--- config.mk ---
export PLATFORM = sky130hd
export DESIGN_NAME = integer_to_word_tokens
export DESIGN_NICKNAME = d
export VERILOG_FILES = /design/src/sv/i2w_pkg.sv /design/src/sv/i2w_front.sv /design/src/sv/i2w_queue.sv /design/src/sv/i2w_back.sv /design/src/sv/integer_to_word_tokens.sv
export SDC_FILE = /design/constraint.sdc
export NUM_CORES = 1
export LEC_CHECK = 0
export BUFFER_PORTS_ARGS = -buffer_cell sky130_fd_sc_hd__buf_2
export CORE_ASPECT_RATIO = 1.5
export CORE_UTILIZATION = 56
export DETAILED_ROUTE_END_ITERATION = 10
export GPL_TIMING_DRIVEN = 0
export PLACE_DENSITY_LB_ADDON = 0.05
export SLEW_MARGIN = 20
export SYNTH_ARGS = -nofsm -noshare
export SYNTH_HDL_FRONTEND = slang
export SYNTH_HIERARCHICAL = 1
export SYNTH_SLANG_ARGS = --single-unit
--- constraint.sdc ---
create_clock -name clk -period 5.3 [get_ports clk]
set_clock_uncertainty 0.2 [all_clocks]
set_input_delay 1.06 -clock clk [delete_from_list [all_inputs] [get_ports clk]]
set_output_delay 1.06 -clock clk [all_outputs]
set_load 0.1 [all_outputs]
--- src/sv/i2w_pkg.sv ---
// ----------------------------------------------------------------------------
// i2w_pkg
// Shared types and constants for the integer to word-token speller.
// ----------------------------------------------------------------------------
`default_nettype none

package i2w_pkg;

  localparam int BinW      = 31;               // input value width
  localparam int DigitW    = 4;                // one BCD digit
  localparam int NumDigits = 10;               // decimal digits of a 31-bit value
  localparam int BcdW      = NumDigits * DigitW;
  localparam int WordW     = 5;                // word code width
  localparam int MaxWords  = 16;               // words kept per value
  localparam int WordCntW  = $clog2(MaxWords);
  localparam int ConvCntW  = $clog2(BinW);
  localparam int QueueDepth = 2;
  localparam int QPtrW     = $clog2(QueueDepth);
  localparam int QCntW     = $clog2(QueueDepth + 1);

  typedef logic [BcdW-1:0]   bcd_t;
  typedef logic [WordW-1:0]  word_t;
  typedef logic [DigitW-1:0] digit_t;

  // Word codes
  localparam word_t W_ZERO     = 5'd0;
  localparam word_t W_TEN      = 5'd10;
  localparam word_t W_TENS_OFS = 5'd18;        // Twenty is 18 + 2
  localparam word_t W_HUNDRED  = 5'd28;
  localparam word_t W_THOUSAND = 5'd29;
  localparam word_t W_MILLION  = 5'd30;
  localparam word_t W_BILLION  = 5'd31;

  // Front to queue request
  typedef struct packed {
    logic valid;
    bcd_t digits;
  } push_t;

endpackage

`default_nettype wire

--- src/sv/i2w_front.sv ---
// ----------------------------------------------------------------------------
// i2w_front
// Accept a value and convert it to BCD digits, one shift-add-3 step a cycle.
// ----------------------------------------------------------------------------
`default_nettype none

module i2w_front (
  input  wire logic                        clk,
  input  wire logic                        rst_n,
  input  wire logic                        in_valid,
  output logic                             in_ready,
  input  wire logic [i2w_pkg::BinW-1:0]    in_value,
  output i2w_pkg::push_t                   push,
  input  wire logic                        push_ready
);

  typedef enum logic [1:0] {
    ST_IDLE,
    ST_CONV,
    ST_PUSH
  } state_t;

  state_t                         state_r, state_nxt;
  logic [i2w_pkg::BinW-1:0]       bin_r, bin_nxt;
  i2w_pkg::bcd_t                  bcd_r, bcd_nxt;
  logic [i2w_pkg::ConvCntW-1:0]   cnt_r, cnt_nxt;
  i2w_pkg::bcd_t                  adj;

  // add 3 to every digit of 5 or more before the shift
  always_comb begin
    for (int i = 0; i < i2w_pkg::NumDigits; i++) begin
      if (bcd_r[i*i2w_pkg::DigitW +: i2w_pkg::DigitW] >= 4'd5) begin
        adj[i*i2w_pkg::DigitW +: i2w_pkg::DigitW] =
          bcd_r[i*i2w_pkg::DigitW +: i2w_pkg::DigitW] + 4'd3;
      end else begin
        adj[i*i2w_pkg::DigitW +: i2w_pkg::DigitW] =
          bcd_r[i*i2w_pkg::DigitW +: i2w_pkg::DigitW];
      end
    end
  end

  always_comb begin
    state_nxt = state_r;
    bin_nxt   = bin_r;
    bcd_nxt   = bcd_r;
    cnt_nxt   = cnt_r;
    unique case (state_r)
      ST_IDLE: begin
        if (in_valid) begin
          bin_nxt   = in_value;
          bcd_nxt   = '0;
          cnt_nxt   = '0;
          state_nxt = ST_CONV;
        end
      end
      ST_CONV: begin
        bcd_nxt = {adj[i2w_pkg::BcdW-2:0], bin_r[i2w_pkg::BinW-1]};
        bin_nxt = {bin_r[i2w_pkg::BinW-2:0], 1'b0};
        cnt_nxt = cnt_r + 1'b1;
        if (cnt_r == i2w_pkg::ConvCntW'(i2w_pkg::BinW - 1)) begin
          state_nxt = ST_PUSH;
        end
      end
      ST_PUSH: begin
        if (push_ready) begin
          state_nxt = ST_IDLE;
        end
      end
      default: state_nxt = ST_IDLE;
    endcase
  end

  always_ff @(posedge clk) begin
    if (!rst_n) begin
      state_r <= ST_IDLE;
    end else begin
      state_r <= state_nxt;
    end
    bin_r <= bin_nxt;
    bcd_r <= bcd_nxt;
    cnt_r <= cnt_nxt;
  end

  assign in_ready    = (state_r == ST_IDLE);
  assign push.valid  = (state_r == ST_PUSH);
  assign push.digits = bcd_r;

endmodule

`default_nettype wire

--- src/sv/i2w_queue.sv ---
// ----------------------------------------------------------------------------
// i2w_queue
// Short FIFO of BCD digit sets between the converter and the word sequencer.
// ----------------------------------------------------------------------------
`default_nettype none

module i2w_queue (
  input  wire logic           clk,
  input  wire logic           rst_n,
  input  i2w_pkg::push_t      push,
  output logic                push_ready,
  output logic                q_valid,
  output i2w_pkg::bcd_t       q_data,
  input  wire logic           q_pop
);

  i2w_pkg::bcd_t               mem_r [i2w_pkg::QueueDepth];
  logic [i2w_pkg::QPtrW-1:0]   wr_ptr_r, rd_ptr_r;
  logic [i2w_pkg::QCntW-1:0]   count_r;
  logic                        do_push, do_pop;

  assign push_ready = (count_r != i2w_pkg::QCntW'(i2w_pkg::QueueDepth));
  assign q_valid    = (count_r != '0);
  assign q_data     = mem_r[rd_ptr_r];
  assign do_push    = push.valid && push_ready;
  assign do_pop     = q_pop && q_valid;

  always_ff @(posedge clk) begin
    if (!rst_n) begin
      wr_ptr_r <= '0;
      rd_ptr_r <= '0;
      count_r  <= '0;
    end else begin
      if (do_push) begin
        wr_ptr_r <= wr_ptr_r + 1'b1;
      end
      if (do_pop) begin
        rd_ptr_r <= rd_ptr_r + 1'b1;
      end
      if (do_push && !do_pop) begin
        count_r <= count_r + 1'b1;
      end else if (do_pop && !do_push) begin
        count_r <= count_r - 1'b1;
      end
    end
    if (do_push) begin
      mem_r[wr_ptr_r] <= push.digits;
    end
  end

endmodule

`default_nettype wire

--- src/sv/i2w_back.sv ---
// ----------------------------------------------------------------------------
// i2w_back
// Walk the billion, million, thousand and unit groups and emit one word code
// a cycle into the output register while the output is not stalled.
// ----------------------------------------------------------------------------
`default_nettype none

module i2w_back (
  input  wire logic            clk,
  input  wire logic            rst_n,
  input  wire logic            q_valid,
  input  i2w_pkg::bcd_t        q_data,
  output logic                 q_pop,
  output logic                 out_valid,
  input  wire logic            out_ready,
  output i2w_pkg::word_t       out_word,
  output logic                 out_last
);

  typedef enum logic {
    ST_IDLE,
    ST_RUN
  } state_t;

  state_t                          state_r;
  i2w_pkg::bcd_t                   digits_r;
  logic [1:0]                      grp_r;
  logic [2:0]                      pos_r;
  logic [i2w_pkg::WordCntW-1:0]    cnt_r;
  logic                            out_valid_r;
  i2w_pkg::word_t                  out_word_r;
  logic                            out_last_r;

  i2w_pkg::digit_t                 h, t, o;
  logic [3:0]                      grp_nz;
  i2w_pkg::word_t                  w [6];
  logic [2:0]                      len;
  logic                            later_nz;
  logic                            is_zero;
  logic                            is_end;
  logic                            word_last;
  logic                            can_emit;
  logic                            emit;

  function automatic i2w_pkg::digit_t dig(input i2w_pkg::bcd_t d, input int idx);
    return d[idx*i2w_pkg::DigitW +: i2w_pkg::DigitW];
  endfunction

  // nonzero groups: 0 billion, 1 million, 2 thousand, 3 units
  always_comb begin
    grp_nz[0] = (dig(digits_r, 9) != '0);
    grp_nz[1] = (digits_r[6*i2w_pkg::DigitW +: 3*i2w_pkg::DigitW] != '0);
    grp_nz[2] = (digits_r[3*i2w_pkg::DigitW +: 3*i2w_pkg::DigitW] != '0);
    grp_nz[3] = (digits_r[0 +: 3*i2w_pkg::DigitW] != '0);
  end

  always_comb begin
    unique case (grp_r)
      2'd0:    begin h = '0;                t = '0;                o = dig(digits_r, 9); end
      2'd1:    begin h = dig(digits_r, 8);  t = dig(digits_r, 7);  o = dig(digits_r, 6); end
      2'd2:    begin h = dig(digits_r, 5);  t = dig(digits_r, 4);  o = dig(digits_r, 3); end
      default: begin h = dig(digits_r, 2);  t = dig(digits_r, 1);  o = dig(digits_r, 0); end
    endcase
  end

  // word list of the current group, scale word included
  always_comb begin
    for (int i = 0; i < 6; i++) begin
      w[i] = i2w_pkg::W_ZERO;
    end
    len = '0;
    if (h != '0) begin
      w[len]      = i2w_pkg::word_t'(h);
      w[len + 1'b1] = i2w_pkg::W_HUNDRED;
      len         = len + 3'd2;
    end
    if (t >= 4'd2) begin
      w[len] = i2w_pkg::W_TENS_OFS + i2w_pkg::word_t'(t);
      len    = len + 3'd1;
      if (o != '0) begin
        w[len] = i2w_pkg::word_t'(o);
        len    = len + 3'd1;
      end
    end else if (t == 4'd1) begin
      w[len] = i2w_pkg::W_TEN + i2w_pkg::word_t'(o);
      len    = len + 3'd1;
    end else if (o != '0) begin
      w[len] = i2w_pkg::word_t'(o);
      len    = len + 3'd1;
    end
    if (len != '0) begin
      unique case (grp_r)
        2'd0: begin w[len] = i2w_pkg::W_BILLION;  len = len + 3'd1; end
        2'd1: begin w[len] = i2w_pkg::W_MILLION;  len = len + 3'd1; end
        2'd2: begin w[len] = i2w_pkg::W_THOUSAND; len = len + 3'd1; end
        default: ;
      endcase
    end
  end

  always_comb begin
    later_nz = 1'b0;
    for (int j = 1; j < 4; j++) begin
      if (2'(j) > grp_r && grp_nz[j]) begin
        later_nz = 1'b1;
      end
    end
  end

  assign is_zero   = (digits_r == '0);
  assign is_end    = (pos_r == len - 3'd1);
  assign word_last = (cnt_r == i2w_pkg::WordCntW'(i2w_pkg::MaxWords - 1)) ||
                     (is_end && !later_nz);
  assign can_emit  = !out_valid_r || out_ready;
  assign emit      = (state_r == ST_RUN) && can_emit && (is_zero || (len != '0));
  assign q_pop     = (state_r == ST_IDLE) && q_valid;

  always_ff @(posedge clk) begin
    if (!rst_n) begin
      state_r     <= ST_IDLE;
      out_valid_r <= 1'b0;
    end else begin
      // load a new word, or hold the current one until it is taken
      out_valid_r <= emit || (out_valid_r && !out_ready);
      unique case (state_r)
        ST_IDLE: begin
          if (q_valid) begin
            digits_r <= q_data;
            grp_r    <= '0;
            pos_r    <= '0;
            cnt_r    <= '0;
            state_r  <= ST_RUN;
          end
        end
        ST_RUN: begin
          if (can_emit) begin
            if (is_zero) begin
              out_word_r  <= i2w_pkg::W_ZERO;
              out_last_r  <= 1'b1;
              state_r     <= ST_IDLE;
            end else if (len == '0) begin
              grp_r <= grp_r + 2'd1;
            end else begin
              out_word_r  <= w[pos_r];
              out_last_r  <= word_last;
              cnt_r       <= cnt_r + 1'b1;
              if (word_last) begin
                state_r <= ST_IDLE;
              end else if (is_end) begin
                grp_r <= grp_r + 2'd1;
                pos_r <= '0;
              end else begin
                pos_r <= pos_r + 3'd1;
              end
            end
          end
        end
        default: state_r <= ST_IDLE;
      endcase
    end
  end

  assign out_valid = out_valid_r;
  assign out_word  = out_word_r;
  assign out_last  = out_last_r;

endmodule

`default_nettype wire

--- src/sv/integer_to_word_tokens.sv ---
// Path from input accept to the first word: 31 conversion steps, queue push,
//   sequencer load, up to three skipped zero groups.
// Pace: set by the bit-serial BCD converter, which takes a new value only once
//   it has pushed the last; the sequencer keeps up unless the output stalls.
// Reset: rst_n synchronous, active low; clears control state, empties the
//   queue and drops any pending word.
// ----------------------------------------------------------------------------
// integer_to_word_tokens
// Spell a 31-bit unsigned value as a run of English word codes, one per
// result request, with the final word flagged on tlast.
// ----------------------------------------------------------------------------
`default_nettype none

module integer_to_word_tokens (
  input  wire logic        clk,
  input  wire logic        rst_n,
  // input channel
  input  wire logic        in_tvalid,
  output logic             in_tready,
  input  wire logic [31:0] in_tdata,   // [30:0] value, [31] zero pad
  // result channel
  output logic             out_tvalid,
  input  wire logic        out_tready,
  output logic [7:0]       out_tdata,  // [4:0] word, [7:5] zero pad
  output logic             out_tlast   // last word of this value
);

  i2w_pkg::push_t  push;
  logic            push_ready;
  logic            q_valid;
  i2w_pkg::bcd_t   q_data;
  logic            q_pop;
  i2w_pkg::word_t  word;

  // Front: hold the accepted value and shift it into BCD digits.
  i2w_front u_front (
    .clk        (clk),
    .rst_n      (rst_n),
    .in_valid   (in_tvalid),
    .in_ready   (in_tready),
    .in_value   (in_tdata[i2w_pkg::BinW-1:0]),
    .push       (push),
    .push_ready (push_ready)
  );

  // Queue: decouple conversion from word emission so a stalled output
  // does not stop the next conversion.
  i2w_queue u_queue (
    .clk        (clk),
    .rst_n      (rst_n),
    .push       (push),
    .push_ready (push_ready),
    .q_valid    (q_valid),
    .q_data     (q_data),
    .q_pop      (q_pop)
  );

  // Back: advance through groups, drop zero groups, emit words into the
  // output register; the run is capped at sixteen words.
  i2w_back u_back (
    .clk       (clk),
    .rst_n     (rst_n),
    .q_valid   (q_valid),
    .q_data    (q_data),
    .q_pop     (q_pop),
    .out_valid (out_tvalid),
    .out_ready (out_tready),
    .out_word  (word),
    .out_last  (out_tlast)
  );

  assign out_tdata = {3'b000, word};

endmodule

`default_nettype wire

== Yosys cells after proc, flatten, opt, wreduce, memory -nomap -nowiden ==
Memories as Yosys holds them, arrays and structs flattened. A register that Yosys moved wholly into a read port is not among the register bits.
Index checks and enable logic that the tools add are counted.
Storage, ports and cells
  register bits after elaboration: 99
  bits in writable memories: 80
  bits of input ports: 36
  output and inout port bits: 11
  word-level logic and storage cells: 222
  memories kept: 1
Cells by class
  add/subtract/negate cells: 24
  order comparisons: 21
  equality and inequality tests: 20
  mux-type cells: 84
  bitwise operators: 12
  reductions and logical operators: 46
Memory list
  u_queue.mem_r: depth 2, bits a word 40, rd ports 1, clocked after memory_dff 1, write ports 1, line i2w_queue.sv:17  | i2w_pkg::bcd_t mem_r [i2w_pkg::QueueDepth];
Operator list (number)
  $mux 30: 5
  $bwmux 30: 4
  $pmux 30 s3: 1
  $pmux 40 s2: 1
  $pmux 31 s2: 1
  $mux 4: 13
  $or 24x24->24: 2
  $demux 5 s3: 3
  $ge 4x3->1 const B: 10
  $logic_not 40->1: 1
  $mux 40: 1
  $mux 3: 13
  $add 4x2->4 const B: 9
  $pmux 4 s3: 3
  $reduce_bool 12->1: 3
  $mux 5: 7
  $mux 31: 1
  $or 30x30->30: 1
  $mux 2: 12
  $ge 4x4->1 const B: 4
  $bmux 5 s3: 1
  $logic_and 1x1->1: 15
  $ne 2x2->1 const B: 7
  $and 6x6->6: 2
  other kinds (48): 87

== Longest topological paths before layout ==
Gate-level depths: netlist of run 1.
  depth after elaboration: 21
  gate-level depth with buffers: 20
  depth with buffers taken out: 17

== Hierarchy ==
Netlist of run 1, hierarchy kept.
By module, submodules not included
  i2w_front: times used 1, cells an instance 396, area an instance 4047.6 um2, seq. area each 2322.2 um2
  i2w_back: times used 1, cells an instance 295, area an instance 3320.7 um2, seq. area each 1691.6 um2
  i2w_queue: times used 1, cells an instance 148, area an instance 3115.5 um2, seq. area each 2502.4 um2
  integer_to_word_tokens: times used 1, cells an instance 4, area an instance 26.3 um2, seq. area each 0.0 um2

== Least setup slack after synthesis of run 1 ==
No wires, ideal clock.
  kind: input port to flip-flop
  start point: input in_tvalid
  end point: register u_front.bcd_r[0] (enable)
  library setup time: 0.513 ns
  arrival: 4.313 ns
  data required time: 4.587 ns
  slack: 0.274 ns
  stages on the path: 2
  buffers on the path: 0
  cells stage by stage: nor2_1 -> nor2_1
Between the ends
  longest elaborated chain between the ends: 2
RTL lines
  from (decl): line integer_to_word_tokens.sv:18  | input wire logic in_tvalid,
  $ne 2x2->1 (no line)
  $reduce_and 2->1 (no line)
  to (signal assigned): line i2w_front.sv:80  | bcd_r <= bcd_nxt;
  to (decl): line i2w_front.sv:25  | i2w_pkg::bcd_t bcd_r, bcd_nxt;
Every way passes these cells.
A chain may end at the register's enable or synchronous reset.

== Worst setup path in the final report of run 1 ==
  start point: register u_back.grp_r[1]
  end point: register u_back.grp_r[1] (enable)
Between the ends
  longest elaborated chain between the ends: 17
  elaborated cells between the ends (all ways): 40
  those cells by class: add/sub: 4; order compare: 4; eq/ne: 6; mux: 13; reduce/logical: 13
RTL lines
  from (decl): line i2w_back.sv:27  | logic [1:0] grp_r;
  from (signal assigned): line i2w_back.sv:142  | grp_r <= grp_r + 2'd1;
  from (signal assigned): line i2w_back.sv:150  | grp_r <= grp_r + 2'd1;
  $eq 2x2->1 (tied with other cells): line i2w_back.sv:58, i2w_back.sv:92
  $pmux 4 s3: line i2w_back.sv:58  | unique case (grp_r)
  $reduce_bool 4->1: line i2w_back.sv:72  | if (h != '0) begin
  $mux 2: line i2w_back.sv:72
  $add 2x1->3: line i2w_back.sv:79, i2w_back.sv:86, i2w_back.sv:89
  $add 3x1->3 or $mux 3 (tied branches): line i2w_back.sv:82, i2w_back.sv:87
  $mux 3 (on tied branches): line i2w_back.sv:80, i2w_back.sv:84
  $mux 3: line i2w_back.sv:77  | if (t >= 4'd2) begin
  $add 3x1->3: line i2w_back.sv:93, i2w_back.sv:94, i2w_back.sv:95
  $mux 3
  $mux 3: line i2w_back.sv:91  | if (len != '0) begin
  $sub 3x1->3: line i2w_back.sv:111  | assign is_end = (pos_r == len - 3'd1);
  $eq 3x3->1: line i2w_back.sv:111
  $logic_and 1x1->1: line i2w_back.sv:113  | (is_end && !later_nz);
  $logic_or 1x1->1: line i2w_back.sv:112  | assign word_last = (cnt_r == i2w_pkg::WordCntW'(i2w_pkg::MaxWords - 1)) ||
  $ne 3x3->1 (no line)
  $reduce_and 6->1 (no line) (*)
Mark *: on every way between the ends. The rest lies on a longest branch, timed or not.

==> results.sh, run 1 <==
export IMPL_hold_start="u_front/bcd_r[25]"
export IMPL_drv_slew=0
export IMPL_finalHoldViolCount=0
export IMPL_ys_flop_type="edfxtp_1"
export IMPL_clk_latency_ns=0.48
export IMPL_crit_chain="inv_1 -> ha_2 -> buf_6 -> a221o_1 -> o21ai_2 -> and4_4 -> buf_4 -> inv_1 -> clkbuf_4 -> ha_4 -> nor2_1 -> nor2_2 -> ha_1 -> mux2_2 -> o21ai_0 -> ha_1 -> xnor2_1 -> or3_4 -> o41ai_4"
export IMPL_power_internal_mw=2.92
export IMPL_synth_top_area_frac=0.603
export IMPL_preCtsSetupSlack_ns=-0.658
export IMPL_status="complete, no violations"
export IMPL_clk_pin_slew_ns=0.06
export IMPL_synth_edff_count=211
export IMPL_cp_required_ns=5.26
export IMPL_r2r_end="u_back/grp_r[1]"
export IMPL_post_drt_wl_per_cell_um=18.5
export IMPL_wirelength_mm=21.9
export IMPL_critPathArrivalTime_ns=5.06
export IMPL_reg2reg_depth=19
export IMPL_clockBufferDepth=3
export IMPL_gp_congestion=0.904
export IMPL_slowest_delay_ns=0.44
export IMPL_async_reset_ff_frac=0
export IMPL_placed_cell_area_sq_um=11200
export IMPL_final_util=0.648
export IMPL_pwr_share_comb=0.071
export IMPL_leakage_nw=4.48
export IMPL_synth_warnings=6
export IMPL_crit_type="register to register"
export IMPL_synth_xor_area_frac=0.0208
export IMPL_antenna_found_initial=0
export IMPL_clock_power_share=0.379
export IMPL_drc=0
export IMPL_die_y_um=170
export IMPL_holdWs_ns=0.297
export IMPL_num_nets_final=994
export IMPL_cp_buffers_inverters=5
export IMPL_cts_made_buffers=21
export IMPL_setup_viol_count_final=0
export IMPL_cts_hold_fix_buffers=0
export IMPL_path_delay_family="adder cells"
export IMPL_cts_root_buf="clkbuf_16"
export IMPL_rrSetupSlack_ns=0.21
export IMPL_overflow=0
export IMPL_synth_top_cells_by_count="edfxtp_1 (211), nand2_1 (145), nor2_1 (58)"
export IMPL_hp_class="register to register"
export IMPL_drive_gt1_frac=0.215
export IMPL_grt_max_degree=37
export IMPL_p_switching_mw=0.814
export IMPL_grt_pass1_vias=6848
export IMPL_cts_sinks=220
export IMPL_rr_startpoint="u_back/grp_r[1]"
export IMPL_relSlewSlack=0.443
export IMPL_num_vias=6617
export IMPL_place_hpwl_mm=16.2
export IMPL_cp_slowest_cell="or3_4"
export IMPL_drt_antenna_violating_nets=0
export IMPL_synth_compound_area_frac=0.0742
export IMPL_vdd_drop_max_v=0.000300
export IMPL_synth_top_area_cell="edfxtp_1"
export IMPL_setup_ws_ns=0.207
export IMPL_htree_levels=1
export IMPL_core_sq_um=18500
export IMPL_ys_ff_latch=220
export IMPL_ys_seq_area_frac=0.620
export IMPL_p_per_area_nw_per_um2=312
export IMPL_syn2layout_area_growth_pct=13.8
export IMPL_die_w_um=114
export IMPL_portBuffers=42
export IMPL_ys_types=67
export IMPL_power_frac_seq=0.550
export IMPL_diodes=0
export IMPL_post_route_period_util=0.961
export IMPL_syn_area_per_cell_sq_um=12.5
export IMPL_ys_top_cells_by_area="edfxtp_1 (60%), mux2_2 (5.5%), nand2_1 (5.2%)"
export IMPL_start_util=0.569
export IMPL_synth_most_common_cell="edfxtp_1"
export IMPL_design_area_sq_um=12000
export IMPL_num_rows=61
export IMPL_grt_pass1_wl_mm=34.9
export IMPL_cts_tree="done"
export IMPL_track_usage=0.236
export IMPL_maxCapViolations=0
export IMPL_end_kind="register"
export IMPL_critPathMaxFanout=11
export IMPL_fin_cells=1184
export IMPL_synth_top_family_by_area="simple AND/OR/NAND/NOR gates"
export IMPL_netlist_area_sq_um=10500
export IMPL_pin_count=47
export IMPL_post_route_min_period_ns=5.09
export IMPL_synthSimpleGateAreaFrac=0.136
export IMPL_die_area_sq_um=19300
export IMPL_hold_depth=0
export IMPL_drtIter0Drc=351
export IMPL_holdPathEnd="u_queue/mem_r[1][25]"
export IMPL_avgViaCountPerCell=5.59
export IMPL_drtPass1Iterations=5
export IMPL_worstMarginPinSlew_ns=0.836
export IMPL_postSynthCellCount=843
export IMPL_place_inst=1145
export IMPL_muxShareOfSynthArea=0.0723
export IMPL_startpoint_type="register"
export IMPL_fmax_mhz=196
export IMPL_p_sw_frac=0.218
export IMPL_synth_adder_area_share=0.0452
worst max path at each step:
stage | cells past startpoint | from | endpoint
floorplan | 2 | in_tvalid | u_front/bcd_r[0]
global placement | 3 | in_tvalid | u_front/bcd_r[32]
detailed placement | 18 | u_back/grp_r[0] | u_back/grp_r[1]
CTS | 19 | u_back/grp_r[0] | u_back/grp_r[1]
global route | 19 | u_back/grp_r[1] | u_back/grp_r[1]
finish | 19 | u_back/grp_r[1] | u_back/grp_r[1]
metrics by stage:
stage                     TNS, ns  total power [mW]
after CTS                       0              3.77
after floorplan                 0              2.26
after detailed placement    -4.80              2.35
after global routing      -0.0594              3.87
after global placement     -94.27              2.32
final                           0              3.74
state kept, by name, indices dropped and copies added, names as in the netlist, named ones only:
register,flops
u_queue/mem_r,80
u_back/digits_r,40
u_front/bcd_r,40
u_front/bin_r,31
u_back/out_word,5
u_front/cnt_r,5
u_back/cnt_r,4
u_back/pos_r,3
u_back/grp_r,2
u_front/state_r,2
u_queue/count_r,2
u_back/out_last,1
u_back/out_valid,1
u_back/state_r,1
u_queue/rd_ptr_r,1
u_queue/wr_ptr_r,1
area by class of cell:
| cell class | instances | area, sq um |
|---|---|---|
| Clock inverter | 13 | 125 |
| Sequential cell | 220 | 6520 |
| Inverter | 32 | 123 |
| Timing Repair Buffer | 52 | 383 |
| Clock buffer | 22 | 529 |
| Multi-Input combinational cell | 556 | 3750 |
| Tap cell | 252 | 315 |
| Fill cell | 1430 | 6510 |
| Buffer | 37 | 216 |
kinds of logic (layout without fill, tap and decap cells):
group,Yosys count,count (layout)
simple gates,308,308
flops,220,220
compound gates,115,115
buf+inv,69,156
mux,67,67
fa+ha+maj,38,38
xor+xnor,25,25
other cells,1,3
cell usage in the layout (no fill, tap or decap), types with 19 or more instances in the layout:
cell type / count
edfxtp_1: 211
nand2_1: 145
buf_2: 60
nor2_1: 56
mux2_2: 51
ha_1: 33
a21oi_1: 32
inv_1: 30
clkbuf_16: 21
o21ai_0: 21
nand3_1: 19
what timing repair did:
item	CTS	global route
setup buffers	1	3
gates resized for setup	12	14
pin swaps	1	6
setup endpoints to repair	16	6
power groups by stage:
stage,clock network [mW],registers [mW],logic [mW]
3_3_place_gp,0,2.09,0.235
5_1_grt,1.51,2.06,0.297
2_1_floorplan,0,2.07,0.189
3_5_place_dp,0,2.09,0.264
4_1_cts,1.45,2.05,0.266
6_report,1.42,2.05,0.264
routing by layer:
metal  GRT usage  vias up  routed length [um]  share of wire
met5           0        -                   0              0
met4       0.147        0                1400          0.064
met3      0.0243       71                 547          0.025
met2       0.446      156               12000           0.55
met1       0.247     3182                7970           0.36
li1            -     3208                   -              -
(Power assumes the default switching activity.)
==> run 2, diff against run 1 <==
- CORE_MARGIN: unset -> 5
- CORE_UTILIZATION: 56 -> 45
==> results.sh, run 2 (synthesis results as in run 1) <==
export IMPL_grt_max_degree=34
export IMPL_fmax_mhz=199
export IMPL_hp_class="register to register"
export IMPL_grt_pass1_vias=6924
export IMPL_drtIter0Drc=348
export IMPL_relSlewSlack=0.453
export IMPL_clockBufferDepth=3
export IMPL_critPathMaxFanout=11
export IMPL_setup_viol_count_final=0
export IMPL_drtPass1Iterations=5
export IMPL_final_cell_mix="edfxtp_1 (211), nand2_1 (145), buf_2 (59), nor2_1 (57), mux2_2 (51)"
export IMPL_finalHoldViolCount=0
export IMPL_num_vias=6633
export IMPL_drv_slew=0
export IMPL_cts_made_buffers=23
export IMPL_cts_sinks=220
export IMPL_startpoint_type="register"
export IMPL_total_power_mw=3.79
export IMPL_clk_pin_slew_ns=0.06
export IMPL_cp_startpoint="u_back/grp_r[1]"
export IMPL_status="complete, no violations"
export IMPL_critPathArrivalTime_ns=5.01
export IMPL_worstMarginPinSlew_ns=0.821
export IMPL_vdd_drop_max_v=0.000280
export IMPL_top_regs="u_queue/mem_r (80), u_back/digits_r (40), u_front/bcd_r (40)"
export IMPL_setup_ws_ns=0.270
export IMPL_track_usage=0.170
export IMPL_maxCapViolations=0
export IMPL_num_rows=68
export IMPL_overflow=0
export IMPL_largest_reg_flops=80
export IMPL_drc=0
export IMPL_hold_depth=0
export IMPL_start_util=0.456
export IMPL_wirelength_mm=22.6
export IMPL_antenna_found_initial=0
export IMPL_die_y_um=197
export IMPL_avgViaCountPerCell=5.29
export IMPL_clk_latency_ns=0.50
export IMPL_end_kind="register"
export IMPL_portBuffers=42
export IMPL_pin_count=47
export IMPL_cts_hold_fix_buffers=0
export IMPL_num_nets_final=998
export IMPL_place_hpwl_mm=16.6
export IMPL_crit_type="register to register"
export IMPL_diodes=0
export IMPL_htree_levels=1
export IMPL_reg2reg_depth=20
export IMPL_post_route_period_util=0.949
export IMPL_largest_register="u_queue/mem_r"
export IMPL_grt_pass1_wl_mm=35.9
export IMPL_hold_start="u_front/bcd_r[1]"
export IMPL_leakage_nw=4.50
export IMPL_grt_setup_unrepaired="no"
export IMPL_syn2layout_area_growth_pct=14.7
export IMPL_rr_startpoint="u_back/grp_r[1]"
export IMPL_gp_congestion=0.887
export IMPL_p_per_area_nw_per_um2=315
export IMPL_die_area_sq_um=26600
export IMPL_post_drt_wl_per_cell_um=18.0
export IMPL_preCtsSetupSlack_ns=-0.608
export IMPL_final_common_cell="edfxtp_1"
export IMPL_cts_root_buf="clkbuf_16"
export IMPL_drt_antenna_violating_nets=0
export IMPL_post_route_min_period_ns=5.03
export IMPL_die_w_um=135
export IMPL_cp_required_ns=5.28
export IMPL_core_sq_um=23100
export IMPL_cts_tree="done"
export IMPL_drive_gt1_frac=0.213
## run 2: cell count changes in the layout (fill, tap and decap cells not counted), sizes merged
cell    previous run  this run
buf               82        84
clkbuf            29        33
inv               32        34
bufinv             2         1
## run 2: repair_timing
| item | 4_1_cts | 5_1_grt |
|---|---|---|
| buffers inserted | 3 | 3 |
| gates cloned | 0 | 0 |
| gates resized for setup | 14 | 10 |
| pin swaps | 2 | 5 |
| endpoints found under the setup margin | 16 | 5 |
## run 2: path summary, 6_finish.rpt
kind,end,slack [ns]
setup / recovery,u_back/grp_r[1],0.27
setup reg to reg,u_back/grp_r[1],0.27
hold reg to reg,u_queue/mem_r[0][1],0.31
hold / removal,u_queue/mem_r[0][1],0.31
## run 2: layer usage
layer | GRT usage | routed length [um] | part of all wire | up-vias
met5 | 0 | 0 | 0 | -
met4 | 0.0909 | 1230 | 0.054 | 0
met3 | 0.0204 | 709 | 0.031 | 66
met2 | 0.317 | 11900 | 0.53 | 158
met1 | 0.186 | 8750 | 0.39 | 3192
li1 | - | - | - | 3217
## run 2: per-stage QoR
| stage | area (sq um) | util | TNS (ns) | instances | hold WS [ns] |
|---|---|---|---|---|---|
| final | 12100 | 0.523 | 0 | 1254 | 0.312 |
| after floorplan | 10500 | - | 0 | 845 | 0.263 |
| after global routing | 12100 | 0.523 | 0 | 1254 | 0.320 |
| after CTS | 12000 | 0.521 | 0 | 1251 | 0.297 |
| after detailed placement | 11300 | 0.488 | -3.95 | 1208 | 0.294 |
| after global placement | 11100 | 0.482 | -105.95 | 1202 | 0.282 |
## run 2: final cells by class
type	instances	area [sq um]
repair buffers	54	383
clock buffers	26	587
flip-flops and latches	220	6520
inverters	32	123
fillers	1995	11000
well taps	315	394
plain buffers	37	223
multi-input cells	556	3720
clock inverters	14	104
## run 2: power by group
| part | total, mW | switching (mW) | leakage, nW | internal (mW) |
|---|---|---|---|---|
| Sequential | 2.06 | 0.0628 | 2.10 | 1.99 |
| Clock | 1.48 | 0.633 | 0.339 | 0.846 |
| Combinational | 0.259 | 0.155 | 2.06 | 0.104 |
| Total | 3.79 | 0.850 | 4.50 | 2.94 |
## run 2: worst max-delay path, stage by stage (launching register included)
cell      delay, ns
edfxtp_1       0.46
buf_4          0.17
ha_2           0.20
buf_4          0.19
a221o_1        0.31
o21ai_0        0.11
and4_4         0.27
buf_6          0.14
inv_1          0.06
clkbuf_4       0.19
ha_1           0.33
nor2_1         0.06
nor2_1         0.19
ha_1           0.26
mux2_2         0.27
o21ai_2        0.08
ha_2           0.19
xor2_1         0.18
xnor2_1        0.13
or3_4          0.38
o41ai_4        0.34
==> run 3, diff against run 2 <==
- CORE_ASPECT_RATIO: 1.5 -> 2
==> results.sh, run 3 (synthesis results as in run 1) <==
export IMPL_total_power_mw=3.70
export IMPL_largest_register="u_queue/mem_r"
export IMPL_drv_slew=0
export IMPL_cts_hold_fix_buffers=0
export IMPL_cts_made_buffers=20
export IMPL_overflow=0
export IMPL_num_vias=6681
export IMPL_grt_max_degree=36
export IMPL_num_nets_final=993
export IMPL_die_w_um=118
export IMPL_clockBufferDepth=3
export IMPL_p_sw_frac=0.225
export IMPL_hp_class="register to register"
export IMPL_power_frac_seq=0.555
export IMPL_antenna_found_initial=0
export IMPL_hold_depth=2
export IMPL_fill_cells=2044
export IMPL_finalSetupTns_ns=0
export IMPL_final_util=0.516
export IMPL_pwr_share_comb=0.069
export IMPL_setup_viol_count_final=0
export IMPL_p_per_area_nw_per_um2=310
export IMPL_post_route_period_util=0.950
export IMPL_clk_pin_slew_ns=0.07
export IMPL_drt_antenna_violating_nets=0
export IMPL_fmax_mhz=199
export IMPL_drc=0
export IMPL_start_util=0.454
export IMPL_core_sq_um=23100
export IMPL_diodes=0
export IMPL_cts_tree="done"
export IMPL_largest_reg_flops=80
export IMPL_avgViaCountPerCell=5.49
export IMPL_drtPass1Iterations=5
export IMPL_clk_latency_ns=0.50
export IMPL_syn2layout_area_growth_pct=13.5
export IMPL_p_switching_mw=0.830
export IMPL_htree_levels=1
export IMPL_post_route_min_period_ns=5.03
export IMPL_reg2reg_depth=20
export IMPL_vdd_drop_max_v=0.000252
export IMPL_crit_type="register to register"
export IMPL_maxCapViolations=0
export IMPL_setup_ws_ns=0.267
export IMPL_status="complete, no violations"
export IMPL_end_kind="register"
export IMPL_cts_sinks=220
export IMPL_grt_setup_unrepaired="no"
export IMPL_pin_count=47
export IMPL_startpoint_type="register"
export IMPL_drive_gt1_frac=0.209
export IMPL_post_drt_wl_per_cell_um=19.5
export IMPL_final_common_cell="edfxtp_1"
export IMPL_drtIter0Drc=436
export IMPL_portBuffers=42
export IMPL_leakage_nw=4.45
export IMPL_power_internal_mw=2.87
export IMPL_final_cell_mix="edfxtp_1 (211), nand2_1 (145), buf_2 (59), nor2_1 (55), mux2_2 (51)"
export IMPL_gp_congestion=0.931
export IMPL_track_usage=0.177
export IMPL_critPathMaxFanout=11
export IMPL_grt_pass1_wl_mm=37.3
export IMPL_cts_root_buf="clkbuf_16"
export IMPL_grt_pass1_vias=7089
export IMPL_seq_area_sq_um=6520
export IMPL_wirelength_mm=23.7
export IMPL_die_y_um=226
export IMPL_critPathArrivalTime_ns=5.02
export IMPL_num_rows=79
export IMPL_clock_power_share=0.376
export IMPL_preCtsSetupSlack_ns=-0.650
export IMPL_relSlewSlack=0.415
export IMPL_multi_input_area_sq_um=3740
export IMPL_die_area_sq_um=26700
export IMPL_cp_required_ns=5.28
export IMPL_top_regs="u_queue/mem_r (80), u_back/digits_r (40), u_front/bcd_r (40)"
export IMPL_finalHoldViolCount=0
export IMPL_place_hpwl_mm=17.6
export IMPL_worstMarginPinSlew_ns=0.878
run 3: cell count changes in the layout (fill, tap and decap cells not counted), sizes merged:
cell      before  now
buf           84   81
clkbuf        33   31
clkinv         9   10
clkinvlp       2    1
inv           34   33
run 3: power by group through the flow:
stage          clock network [mW]  logic, mW  registers (mW)
6_report                     1.39      0.255            2.05
2_1_floorplan                   0      0.189            2.07
3_5_place_dp                    0      0.258            2.09
3_3_place_gp                    0      0.238            2.09
5_1_grt                      1.51      0.289            2.07
4_1_cts                      1.44      0.259            2.06
run 3: routing by layer:
metal / wire length [um] / track usage / vias up
li1: - / - / 3201
met1: 8030 / 0.167 / 3246
met2: 13500 / 0.355 / 161
met3: 715 / 0.0195 / 73
met4: 1470 / 0.107 / 0
met5: 0 / 0 / -
run 3: stage by stage:
step | hold slack (ns) | instance area (sq um) | std cells
6_report | 0.316 | 11900 | 1216
5_1_grt | 0.335 | 11900 | 1216
4_1_cts | 0.317 | 11900 | 1212
3_5_place_dp | 0.301 | 11200 | 1175
3_3_place_gp | 0.275 | 11100 | 1170
2_1_floorplan | 0.263 | 10500 | 845
run 3: layout make-up:
type,count,share of cell area
Tap cell,283,0.0297
Clock inverter,13,0.00755
Clock buffer,23,0.0447
Sequential cell,220,0.546
Multi-Input combinational cell,556,0.314
Timing Repair Buffer,52,0.0292
Inverter,32,0.0103
Buffer,37,0.0187
run 3: what timing repair did:
item                                    in CTS  in global routing
endpoints found under the setup margin      16                  8
gates resized for setup                     13                 14
pin swaps                                    1                  4
buffers inserted                             1                  4
run 3: path summary, 6_finish.rpt:
check	slack [ns]	end	startpoint
max	0.27	u_back/grp_r[1]	u_back/grp_r[1]
min	0.32	u_front/bin_r[30]	u_front/bin_r[29]
max reg2reg	0.27	u_back/grp_r[1]	u_back/grp_r[1]
min reg2reg	0.32	u_front/bin_r[30]	u_front/bin_r[29]
run 3: critical path: stages, from the launching register on:
cell,delay [ns]
edfxtp_1,0.51
ha_4,0.25
buf_2,0.19
clkbuf_4,0.22
nand2_1,0.15
o21a_1,0.14
and4_4,0.26
buf_6,0.15
inv_1,0.06
clkbuf_4,0.20
ha_4,0.30
nor2_2,0.04
nor2_2,0.15
ha_1,0.24
mux2_2,0.26
o21ai_0,0.12
ha_1,0.22
xor2_1,0.18
xnor2_1,0.12
or3_4,0.38
o41ai_4,0.34
